==> src/hdl/sphk_pkg.sv <==
// Package for the SPH kernel height estimator: payload structs, register codes,
// sequencer state type and fixed-point constants. No dependencies.
`default_nettype none

package sphk_pkg;

   localparam int unsigned DataW   = 32;
   localparam int unsigned AccW    = 64;
   localparam int unsigned CsrIdxW = 8;
   localparam int unsigned QDepth  = 2;
   localparam int unsigned QPtrW   = $clog2(QDepth);
   localparam int unsigned QCntW   = $clog2(QDepth + 1);
   localparam int unsigned DivSteps = 80;
   localparam int unsigned DivCntW  = $clog2(DivSteps);

   localparam logic [CsrIdxW-1:0] CSR_RADIUS_SQ    = CsrIdxW'(0);
   localparam logic [CsrIdxW-1:0] CSR_REST_DENSITY = CsrIdxW'(1);
   localparam logic [CsrIdxW-1:0] CSR_HEIGHT_SCALE = CsrIdxW'(2);
   localparam logic [CsrIdxW-1:0] CSR_HEIGHT_OFFS  = CsrIdxW'(3);

   localparam logic [DataW-1:0] RADIUS_SQ_RST    = 32'h0001_0000;
   localparam logic [DataW-1:0] REST_DENSITY_RST = 32'h0001_0000;
   localparam logic [DataW-1:0] HEIGHT_SCALE_RST = 32'h0001_0000;
   localparam logic [DataW-1:0] HEIGHT_OFFS_RST  = 32'h0000_0000;

   localparam logic [AccW-1:0]  SAT64      = 64'hFFFF_FFFF_FFFF_FFFF;
   localparam logic [AccW-1:0]  AVG_LIMIT  = 64'h0000_0000_FFFF_FFFF;
   localparam logic [AccW-1:0]  RAT_LIMIT  = 64'h7FFF_FFFF_FFFF_FFFF;
   localparam logic [AccW-1:0]  POS_MAX    = 64'h0000_0000_7FFF_FFFF;
   localparam logic [AccW-1:0]  NEG_MAX    = 64'h0000_0000_8000_0000;
   localparam logic [DataW-1:0] ONE_STEP   = 32'h0000_0001;

   typedef struct packed {
      logic signed [DataW-1:0] point_x;
      logic signed [DataW-1:0] point_y;
      logic signed [DataW-1:0] particle_x;
      logic signed [DataW-1:0] particle_y;
      logic        [DataW-1:0] particle_density;
      logic                    particle_present;
      logic                    last_particle;
   } sphk_req_type;

   typedef struct packed {
      logic signed [DataW-1:0] height;
      logic                    height_valid;
   } sphk_rsp_type;

   typedef struct packed {
      logic        [DataW-1:0] kernel_radius_sq;
      logic        [DataW-1:0] rest_density;
      logic signed [DataW-1:0] height_scale;
      logic signed [DataW-1:0] height_offset;
   } sphk_cfg_type;

   // queued item: distance magnitudes already formed by the front end
   typedef struct packed {
      logic [DataW-1:0] ax;
      logic [DataW-1:0] ay;
      logic [DataW-1:0] density;
      logic             present;
      logic             last;
   } sphk_item_type;

   typedef enum logic [3:0] {
      ST_IDLE, ST_SQX, ST_SQY, ST_SUM, ST_CMP, ST_MHI, ST_MLO, ST_MCMB,
      ST_ACC, ST_FIN, ST_DIV, ST_TERM, ST_OUT
   } sphk_state_type;

   typedef enum logic [1:0] {
      STEP_SQ, STEP_W, STEP_DW, STEP_HGT
   } sphk_step_type;

endpackage

`default_nettype wire

==> src/hdl/sphk_front.sv <==
// Front end: accepts request items, forms |dx| and |dy|, and queues them.
// Depends on sphk_pkg.
`default_nettype none

module sphk_front (
   input  wire                   clock,
   input  wire                   reset,
   input  wire                   req_valid,
   output logic                  req_ready,
   input  sphk_pkg::sphk_req_type req_data,
   output logic                  q_valid,
   output sphk_pkg::sphk_item_type q_item,
   input  wire                   q_pop
);
   import sphk_pkg::*;

   sphk_item_type         slot_ff [QDepth];
   logic [QPtrW-1:0]      wr_ptr_ff, rd_ptr_ff;
   logic [QCntW-1:0]      count_ff, count_in;
   logic                  push;
   logic signed [DataW:0] dx, dy;
   sphk_item_type         item_in;

   always_comb begin
      dx = {req_data.point_x[DataW-1], req_data.point_x}
         - {req_data.particle_x[DataW-1], req_data.particle_x};
      dy = {req_data.point_y[DataW-1], req_data.point_y}
         - {req_data.particle_y[DataW-1], req_data.particle_y};
      item_in.ax      = dx[DataW] ? DataW'(-dx) : dx[DataW-1:0];
      item_in.ay      = dy[DataW] ? DataW'(-dy) : dy[DataW-1:0];
      item_in.density = req_data.particle_density;
      item_in.present = req_data.particle_present;
      item_in.last    = req_data.last_particle;
   end

   assign req_ready = (count_ff != QCntW'(QDepth));
   assign push      = req_valid && req_ready;
   assign q_valid   = (count_ff != '0);
   assign q_item    = slot_ff[rd_ptr_ff];
   assign count_in  = count_ff + QCntW'(push) - QCntW'(q_pop && q_valid);

   always_ff @(posedge clock) begin
      if (reset) begin
         wr_ptr_ff <= '0;
         rd_ptr_ff <= '0;
         count_ff  <= '0;
      end else begin
         count_ff <= count_in;
         if (push) begin
            wr_ptr_ff <= wr_ptr_ff + QPtrW'(1);
         end
         if (q_pop && q_valid) begin
            rd_ptr_ff <= rd_ptr_ff + QPtrW'(1);
         end
      end
   end

   always_ff @(posedge clock) begin
      if (push) begin
         slot_ff[wr_ptr_ff] <= item_in;
      end
   end

endmodule

`default_nettype wire

==> config.mk <==
export PLATFORM = sky130hd
export DESIGN_NAME = sphk_front
export DESIGN_NICKNAME = d
export VERILOG_FILES = /design/src/hdl/sphk_pkg.sv /design/src/hdl/sphk_front.sv
export SDC_FILE = /design/constraint.sdc
export NUM_CORES = 1
export LEC_CHECK = 0
export BUFFER_PORTS_ARGS = -buffer_cell sky130_fd_sc_hd__buf_4
export CORE_UTILIZATION = 28
export DETAILED_ROUTE_END_ITERATION = 8
export GPL_ROUTABILITY_DRIVEN = 0
export GPL_TIMING_DRIVEN = 1
export REMOVE_ABC_BUFFERS = 1
export SYNTH_ARGS = -nofsm -noshare
export SYNTH_HDL_FRONTEND = slang
export SYNTH_SLANG_ARGS = --single-unit
==> constraint.sdc <==
create_clock -name clock -period 5 [get_ports clock]
set_input_delay 0.75 -clock clock [delete_from_list [all_inputs] [get_ports clock]]
set_output_delay 0.75 -clock clock [all_outputs]
set_load 0.02 [all_outputs]
==> results of run 1 <==
[metal layers]
metal,up-vias,part of all wire (%),global-route usage (%)
li1,4711,-,-
met1,4509,46,17.1
met2,178,50,23.3
met3,27,3.4,1.56
met4,0,1.3,2.60
met5,-,0,0
[cell type report]
cell class              instances  area [sq um]  share of cell area, %
inverters                      87           327                   2.05
clock buffers                  28           594                   3.73
well taps                     592           741                   4.65
multi-input cells             810          6130                   38.4
clock inverters                13          93.8                  0.589
repair buffers                274          2070                   13.0
flip-flops and latches        201          5990                   37.6
[power by group through the flow]
stage	logic, mW	registers [mW]	clock network [mW]
global route	2.86	2.49	1.65
CTS	2.70	2.45	1.59
detailed placement	2.68	2.49	0
finish	2.65	2.45	1.53
floorplan	1.67	2.49	0
global placement	2.66	2.47	0
[flip-flops by register name, summed over array words and instances, names as in the netlist, named ones only]
signal / cells
slot_ff: 196
rd_ptr_ff: 1
count_ff: 2
wr_ptr_ff: 1
[worst max-delay path, delay by kind of cell]
| kind | cells | cell delay (ns) |
|---|---|---|
| simple gates | 3 | 1.14 |
| fa+ha+maj | 2 | 0.57 |
| xor+xnor | 2 | 0.30 |
| buf+inv | 3 | 0.20 |
| compound gates | 6 | 1.50 |
[cells by family after synthesis]
group | synth area share [%]
and+or+nand+nor | 10.5
buffers and inverters | 3.91
muxes | 9.10
xor gates and xnor gates | 8.35
DFF | 47.5
AOI/OAI and AO/OA | 13.5
adders and majority gates | 7.07
[worst paths after layout]
check,endpoint,slack (ns),from
setup / recovery,slot_ff[1][97],0.76,req_data[130]
hold / removal,slot_ff[1][9],0.44,req_data[9]
setup reg to reg,slot_ff[0][33],2.98,count_ff[0]
hold reg to reg,rd_ptr_ff,0.53,rd_ptr_ff
[cell usage in the layout, fill, tap and decap left out, types with 20 or more instances in the layout]
cell type / n
sky130_fd_sc_hd__edfxtp_1: 196
sky130_fd_sc_hd__nand2_1: 70
sky130_fd_sc_hd__nor2_1: 68
sky130_fd_sc_hd__ha_1: 68
sky130_fd_sc_hd__nand3_1: 25
sky130_fd_sc_hd__a21oi_1: 67
sky130_fd_sc_hd__xor2_1: 39
sky130_fd_sc_hd__o21ai_0: 41
sky130_fd_sc_hd__a21o_1: 26
sky130_fd_sc_hd__mux2_2: 100
sky130_fd_sc_hd__nor3_1: 20
sky130_fd_sc_hd__xnor2_1: 81
sky130_fd_sc_hd__clkbuf_16: 23
sky130_fd_sc_hd__inv_1: 87
sky130_fd_sc_hd__buf_4: 273
==> results.md, run 1 <==
- In this run the worst hold path is classified as in -> reg.
- The number of remaining DRC errors is 0.
- The tree is rooted in a sky130_fd_sc_hd__clkbuf_16.
- In this run the post-CTS setup repair buffer count came out at 0.
- For this design the total switching power over the nets is approximately 2.3 mW.
- The share of synthesized area in the top cell type comes to approximately 47%.
- Across all setup checks in the final design, the least slack found is 0.763 ns.
- The design draws around 6.6 mW.
- After clock tree synthesis, the clock-pin slew on the worst setup and hold paths is roughly 0.06 ns.
- The worst setup path is of the in -> reg kind.
- The number of placed instances, taps included, is 1964.
- The first global-routing pass estimated between 40000 and 50000 um of wire.
- The dominant synthesized flop cell is sky130_fd_sc_hd__edfxtp_1.
- STA classifies the critical path endpoint as a flip-flop.
- In the synthesized netlist, the cells that appear most often are 196 x sky130_fd_sc_hd__edfxtp_1, 100 x sky130_fd_sc_hd__mux2_2, 87 x sky130_fd_sc_hd__inv_1, 81 x sky130_fd_sc_hd__xnor2_1, 70 x sky130_fd_sc_hd__nand2_1.
- In this run the number of H-tree levels came out at 1.
- The number of instances resized during post-cts repair is 0.
- The wire-length estimate of the detail-placed layout is around 23000 um.
- The total die area is about 0.046 sq mm.
- Dividing the detail-routed wire length by the instance count gives 15.4 um.
- The total of warnings raised by yosys is 0.
- The total of max-cap violations is 0.
- TritonCTS built the clock tree.
- The floorplan step defined a core boundary enclosing 0.0443 sq mm.
- The signal on the critical path passes through buf_4, inv_1, ha_1, inv_1, fa_1, a211oi_2, o211ai_1, a31oi_2, o21ai_1, xor2_1, or4_1, nor3_2, nand3_1, o41a_1, a21oi_1, xnor2_1.
- The number of antenna diodes in the final layout is 0.
- Global routing used between 10% and 20% of the available tracks.
- The final-layout worst hold slack is 0.438 ns.
- Between clock sinks in the finished design, the worst skew comes to slightly below 0.006 ns.
- The number of buffers inserted during clock tree synthesis is 23.
- The data arrival time of the critical path is 4.47 ns.
- In this run the count of I/O pins placed on the die edge is 266.
- The first detailed-routing pass took 5 iterations.
- Averaged over all synthesized cells, the footprint is between 10 and 15 sq um.
- Based on the critical path, the design can be clocked at up to roughly 240 MHz.
- Sequential elements use a little under half of the synthesized area.
- The worst setup path is launched from an input pin.
- The clock latency on the worst-skew pair is roughly 0.5 ns.
- The number of antenna violations at the first check in global routing is 0.
- After filler insertion, the fill cell instance count of the layout stands at 4465.
- Setup repair after global routing left no endpoint under its margin.
- In this run the static leakage power is around 6.3 nW.
- The relative slew slack is ~40%.
- At the pin with the least slew margin, the transition time is between 0.9 and 1 ns.
- The number of standard cells in the final layout excluding fillers is roughly 2000.
- After detailed routing, the total wire length is roughly 30000 um.
- The count of final setup violators is 0.
- In this run, flip-flops and latches consume roughly 37% of the power.
- The first-iteration detailed-routing DRC count is just under 400.
- The horizontal extent of the die is around 210 um.
- The number of enable-type register cells in the synthesized netlist is approximately 200.
- The number of hold buffers added after cts is 0.
- The most repeated library cell on the critical path is sky130_fd_sc_hd__inv_1.
- Dividing the final minimum period by the clock period gives a little over four fifths.
- The number of global-route vias before repair is 9553.
- The tree built by TritonCTS fans out to about 200 sinks.
- The netlist uses 84 different library cells.
- The die extent in y is 214 um.
- In the synthesized netlist the async set-or-reset flop fraction comes to 0%.
- The via count is around 9400.
- After synthesis the netlist holds a flip-flop and latch count of ~200.
- The pin count of the biggest net entering global routing is 86.
- The maximum vdd drop is about 0.18 mV.
- The fraction of layout cells with a size suffix above 1 is 30.7%.
- The final critical path time including I/O delays and setup is about 4.2 ns.
- The slowest library cell on the worst path is sky130_fd_sc_hd__or4_1.
- Counting instances, the worst hold path has a depth of 1.
- The number of pins with negative max-slew slack in the final report is 0.
- The fraction of power spent switching nets is between 30% and 40%.
- The total power per unit cell area is a little over 400 mW/mm^2.
- sky130_fd_sc_hd__edfxtp_1 takes more of the synthesized area than any other cell.
- The combinational share of power is between 40% and 50%.
- The mapped netlist covers approximately 0.013 sq mm.
- The instance count of the mapped netlist is 1136.
- After routing the design area is 0.0159 sq mm.
- The delay of the slowest cell on the worst path is roughly 0.65 ns.
- The sum of negative setup slack is 0 ns.
- The placed instances occupy a cell area of 0.0153 sq mm.
- The total congestion overflow is 0.
- From synthesis to final layout, the design area changed by 26.6%.
- During placement, the flow inserted port buffers numbering approximately 270.
- The data required time of the worst path is 5.24 ns.
- The final number of hold-violating endpoints was 0.
- The run finished with clean final reports.
- Measured in cells, the most critical reg-to-reg path has a length of 4.
- Sorting the synthesized cells by area gives the leading types as sky130_fd_sc_hd__edfxtp_1 47%, sky130_fd_sc_hd__mux2_2 8.9%, sky130_fd_sc_hd__ha_1 6.8%, sky130_fd_sc_hd__xnor2_1 5.6%, sky130_fd_sc_hd__xor2_1 2.7%.
- At the end of the flow, the number of nets in the layout was roughly 1600.
- The core occupancy in the finished layout is a little over a third.
- The largest fanout on the critical path is 6.
- The clock share of power is 23.1%.
- The cell internal power dissipation is about 4.4 mW.
- The library cell with the highest instance count after synthesis is sky130_fd_sc_hd__edfxtp_1.
- The post-detailed-route count of antenna-violating nets is 0.
- The number of buffers between clock root and the deepest sink is 3.
- The effective utilization at floorplan is approximately 28%.
- The average vias per placed instance is approximately 4.7.
- The placement row count is 77.
- The pre-CTS worst setup slack is around 0.3 ns.
No activity file was read; power rests on OpenSTA's default activity.
==> run 2, diff against run 1 <==
Clock period 5 ns to 4.4 ns, I/O delays scaled along.
==> results.md, run 2 (same netlist as run 1, synthesis figures left out) <==
- The placement row count is 77.
- The flow ran to the end, and the final reports show no timing, DRC or antenna violations.
- The final number of hold-violating endpoints is 0.
- CTS saw ~200 sinks.
- The clock latency on the worst-skew pair is a little over 0.5 ns.
- The leading cell type in the layout, fill and taps excluded is sky130_fd_sc_hd__buf_4.
- In this run the number of H-tree levels came out at 1.
- The relative slew slack is roughly two fifths.
- The first detailed-routing pass ran for 5 iterations.
- The total congestion overflow is 0.
- Timing analysis after detailed placement gives a worst setup slack of -0.0656 ns.
- Measured along the y axis, the die boundary spans ~210 um.
- The overall routing resource usage is 13.1%.
- At the pin with the least slew margin, the transition time is between 0.8 and 0.9 ns.
- The post-layout net count is roughly 1700.
- After detailed placement, the total cell area comes to ~0.015 sq mm.
- The largest fanout on the critical path is 18.
- In the final routed layout, each cell accounts on average for 15.2 um.
- Between clock sinks in the finished design, the worst skew comes to roughly 0.020 ns.
- The first-iteration detailed-routing DRC count is a little over 400.
- The completed layout was analyzed and its total power is 7.72 mW.
- The number of global-route vias before repair was about 9600.
- The maximum vdd drop is around 0.21 mV.
- The path type of the worst min-delay path is in -> reg.
- The wire length of the first global-routing pass is 49400 um.
- For met1 alone, demand over resource in global routing was 17.0%.
- The flip-flop count of the largest register after layout is 196.
- The post-CTS clock slew at the launch and capture registers of the worst setup and hold paths is roughly 0.060 ns.
- After clock tree synthesis, the setup repair step added 0 buffers.
- In the layout the commonest cells are 303 x sky130_fd_sc_hd__buf_4, 196 x sky130_fd_sc_hd__edfxtp_1, 100 x sky130_fd_sc_hd__mux2_2, 87 x sky130_fd_sc_hd__inv_1, 81 x sky130_fd_sc_hd__xnor2_1.
- The largest registers in the layout are slot_ff (196), count_ff (2).
- The number of antenna diodes is 0.
- In this run the deepest clock path goes through 3 buffers.
- The startpoint type of the worst setup path is an input pin.
- The number of standard cells in the final layout excluding fillers is ~2000.
- Counting I/O delays and the setup requirement, the final critical path takes between 3 and 4 ns.
- The global routing usage on met2 is a little under a quarter.
- The final critical path takes up between 90% and 100% of the cycle.
- In this run the most used layer during global routing was met2.
- For this design the static power due to leakage is between 6 and 7 nW.
- For the worst setup path, the data arrival time is 4.22 ns.
- The number of antenna violations at the first check in global routing came to 0.
- Setup repair after global routing left no endpoint under its margin.
- The count of input and output buffers is between 200 and 300.
- The count of final setup violators is 0.
- In the post-route analysis, the smallest setup slack over all paths is approximately 0.44 ns.
- The fraction of layout cells with a size suffix above 1 is 32.2%.
- The post-route standard cell area excluding fillers is between 0.015 and 0.02 sq mm.
- Based on the critical path, the design can be clocked at up to 252 MHz.
- Compared with the post-synthesis result, the final layout area differs by 28.9%.
- The number of top-level pins is approximately 270.
- The core occupancy in the finished layout is a little over a third.
- The clock root buffer is sky130_fd_sc_hd__clkbuf_16.
- The number of pins with negative max-slew slack in the final report is 0.
- In the routed layout, each cell is associated on average with a via count of 4.68.
- The number of remaining DRC errors is 0.
- The pin count of the biggest net entering global routing is a little over 60.
- The horizontal extent of the die is roughly 210 um.
- At the worst endpoint, the required time is approximately 4.7 ns.
- Detailed placement ended at an HPWL of ~24000 um.
- In this run the standard cell core region covers roughly 0.044 sq mm.
- The total die area is about 0.046 sq mm.
- slot_ff holds more flip-flops than any other register.
- The total of max-cap violations is 0.
- In this run the remaining antenna-violating nets after routing total 0.
- The routed layout has 9526 vias.
- The initial utilization of the core area, before any placement, comes to ~28%.
- TritonCTS built the clock tree.
- The number of hold buffers added after cts is 0.
- The global-route met3 utilization is 1.74%.
- Wires add up to a little over 30000 um.
- The category of the worst setup path capture point is a flip-flop.
- The total power per unit cell area is 476 mW/mm^2.
- Counting tap cells, the placed design contains a total of around 2000 instances.
- The number of instances resized during post-cts repair is 0.
- The number of buffers inserted during clock tree synthesis is 23.
- By startpoint and endpoint, the worst setup path is classified as in -> reg.
## run 2: through the flow
step / setup TNS, ns / hold WS (ns)
after floorplan: -97.51 / 0.481
after global placement: 0 / 0.495
after detailed placement: -0.841 / 0.502
after CTS: 0 / 0.291
after global routing: 0 / 0.295
final: 0 / 0.332
## run 2: final cells by class
type                            instances  area (sq um)
Fill cell                            4420         28100
Multi-Input combinational cell        810          6130
Sequential cell                       201          5990
Timing Repair Buffer                  305          2310
Tap cell                              592           741
Clock buffer                           24           579
Inverter                               87           327
Clock inverter                         16           156
## run 2: final timing paths
kind                  from              to  slack [ns]  cells after the start
max          req_data[130]  slot_ff[1][88]        0.44                     16
min            req_data[7]   slot_ff[1][7]        0.33                      1
min reg2reg      rd_ptr_ff       rd_ptr_ff        0.52                      2
max reg2reg    count_ff[0]  slot_ff[1][34]        2.53                      3
## run 2: report_power, final
group	switching, mW	total, mW	internal, mW
Clock	0.740	1.87	1.13
Combinational	1.76	3.12	1.36
Sequential	0.110	2.74	2.63
## run 2: worst max-delay path: stages
cell and delay, ns:
sky130_fd_sc_hd__buf_4 0.11, sky130_fd_sc_hd__inv_1 0.05, sky130_fd_sc_hd__ha_1 0.16, sky130_fd_sc_hd__inv_1 0.05
sky130_fd_sc_hd__fa_1 0.42, sky130_fd_sc_hd__a211oi_2 0.25, sky130_fd_sc_hd__o211ai_1 0.22, sky130_fd_sc_hd__a21boi_1 0.29
sky130_fd_sc_hd__o221ai_1 0.27, sky130_fd_sc_hd__and4_1 0.30, sky130_fd_sc_hd__o41ai_2 0.39, sky130_fd_sc_hd__o21ba_2 0.20
sky130_fd_sc_hd__nand2_1 0.07, sky130_fd_sc_hd__mux2_2 0.42, sky130_fd_sc_hd__a31oi_1 0.24, sky130_fd_sc_hd__xor2_1 0.10
## run 2: layer usage
layer / wire length [um] / share of wire [%]
met1: 14200 / 46
met2: 15200 / 49
met3: 1090 / 3.5
met4: 561 / 1.8
met5: 0 / 0
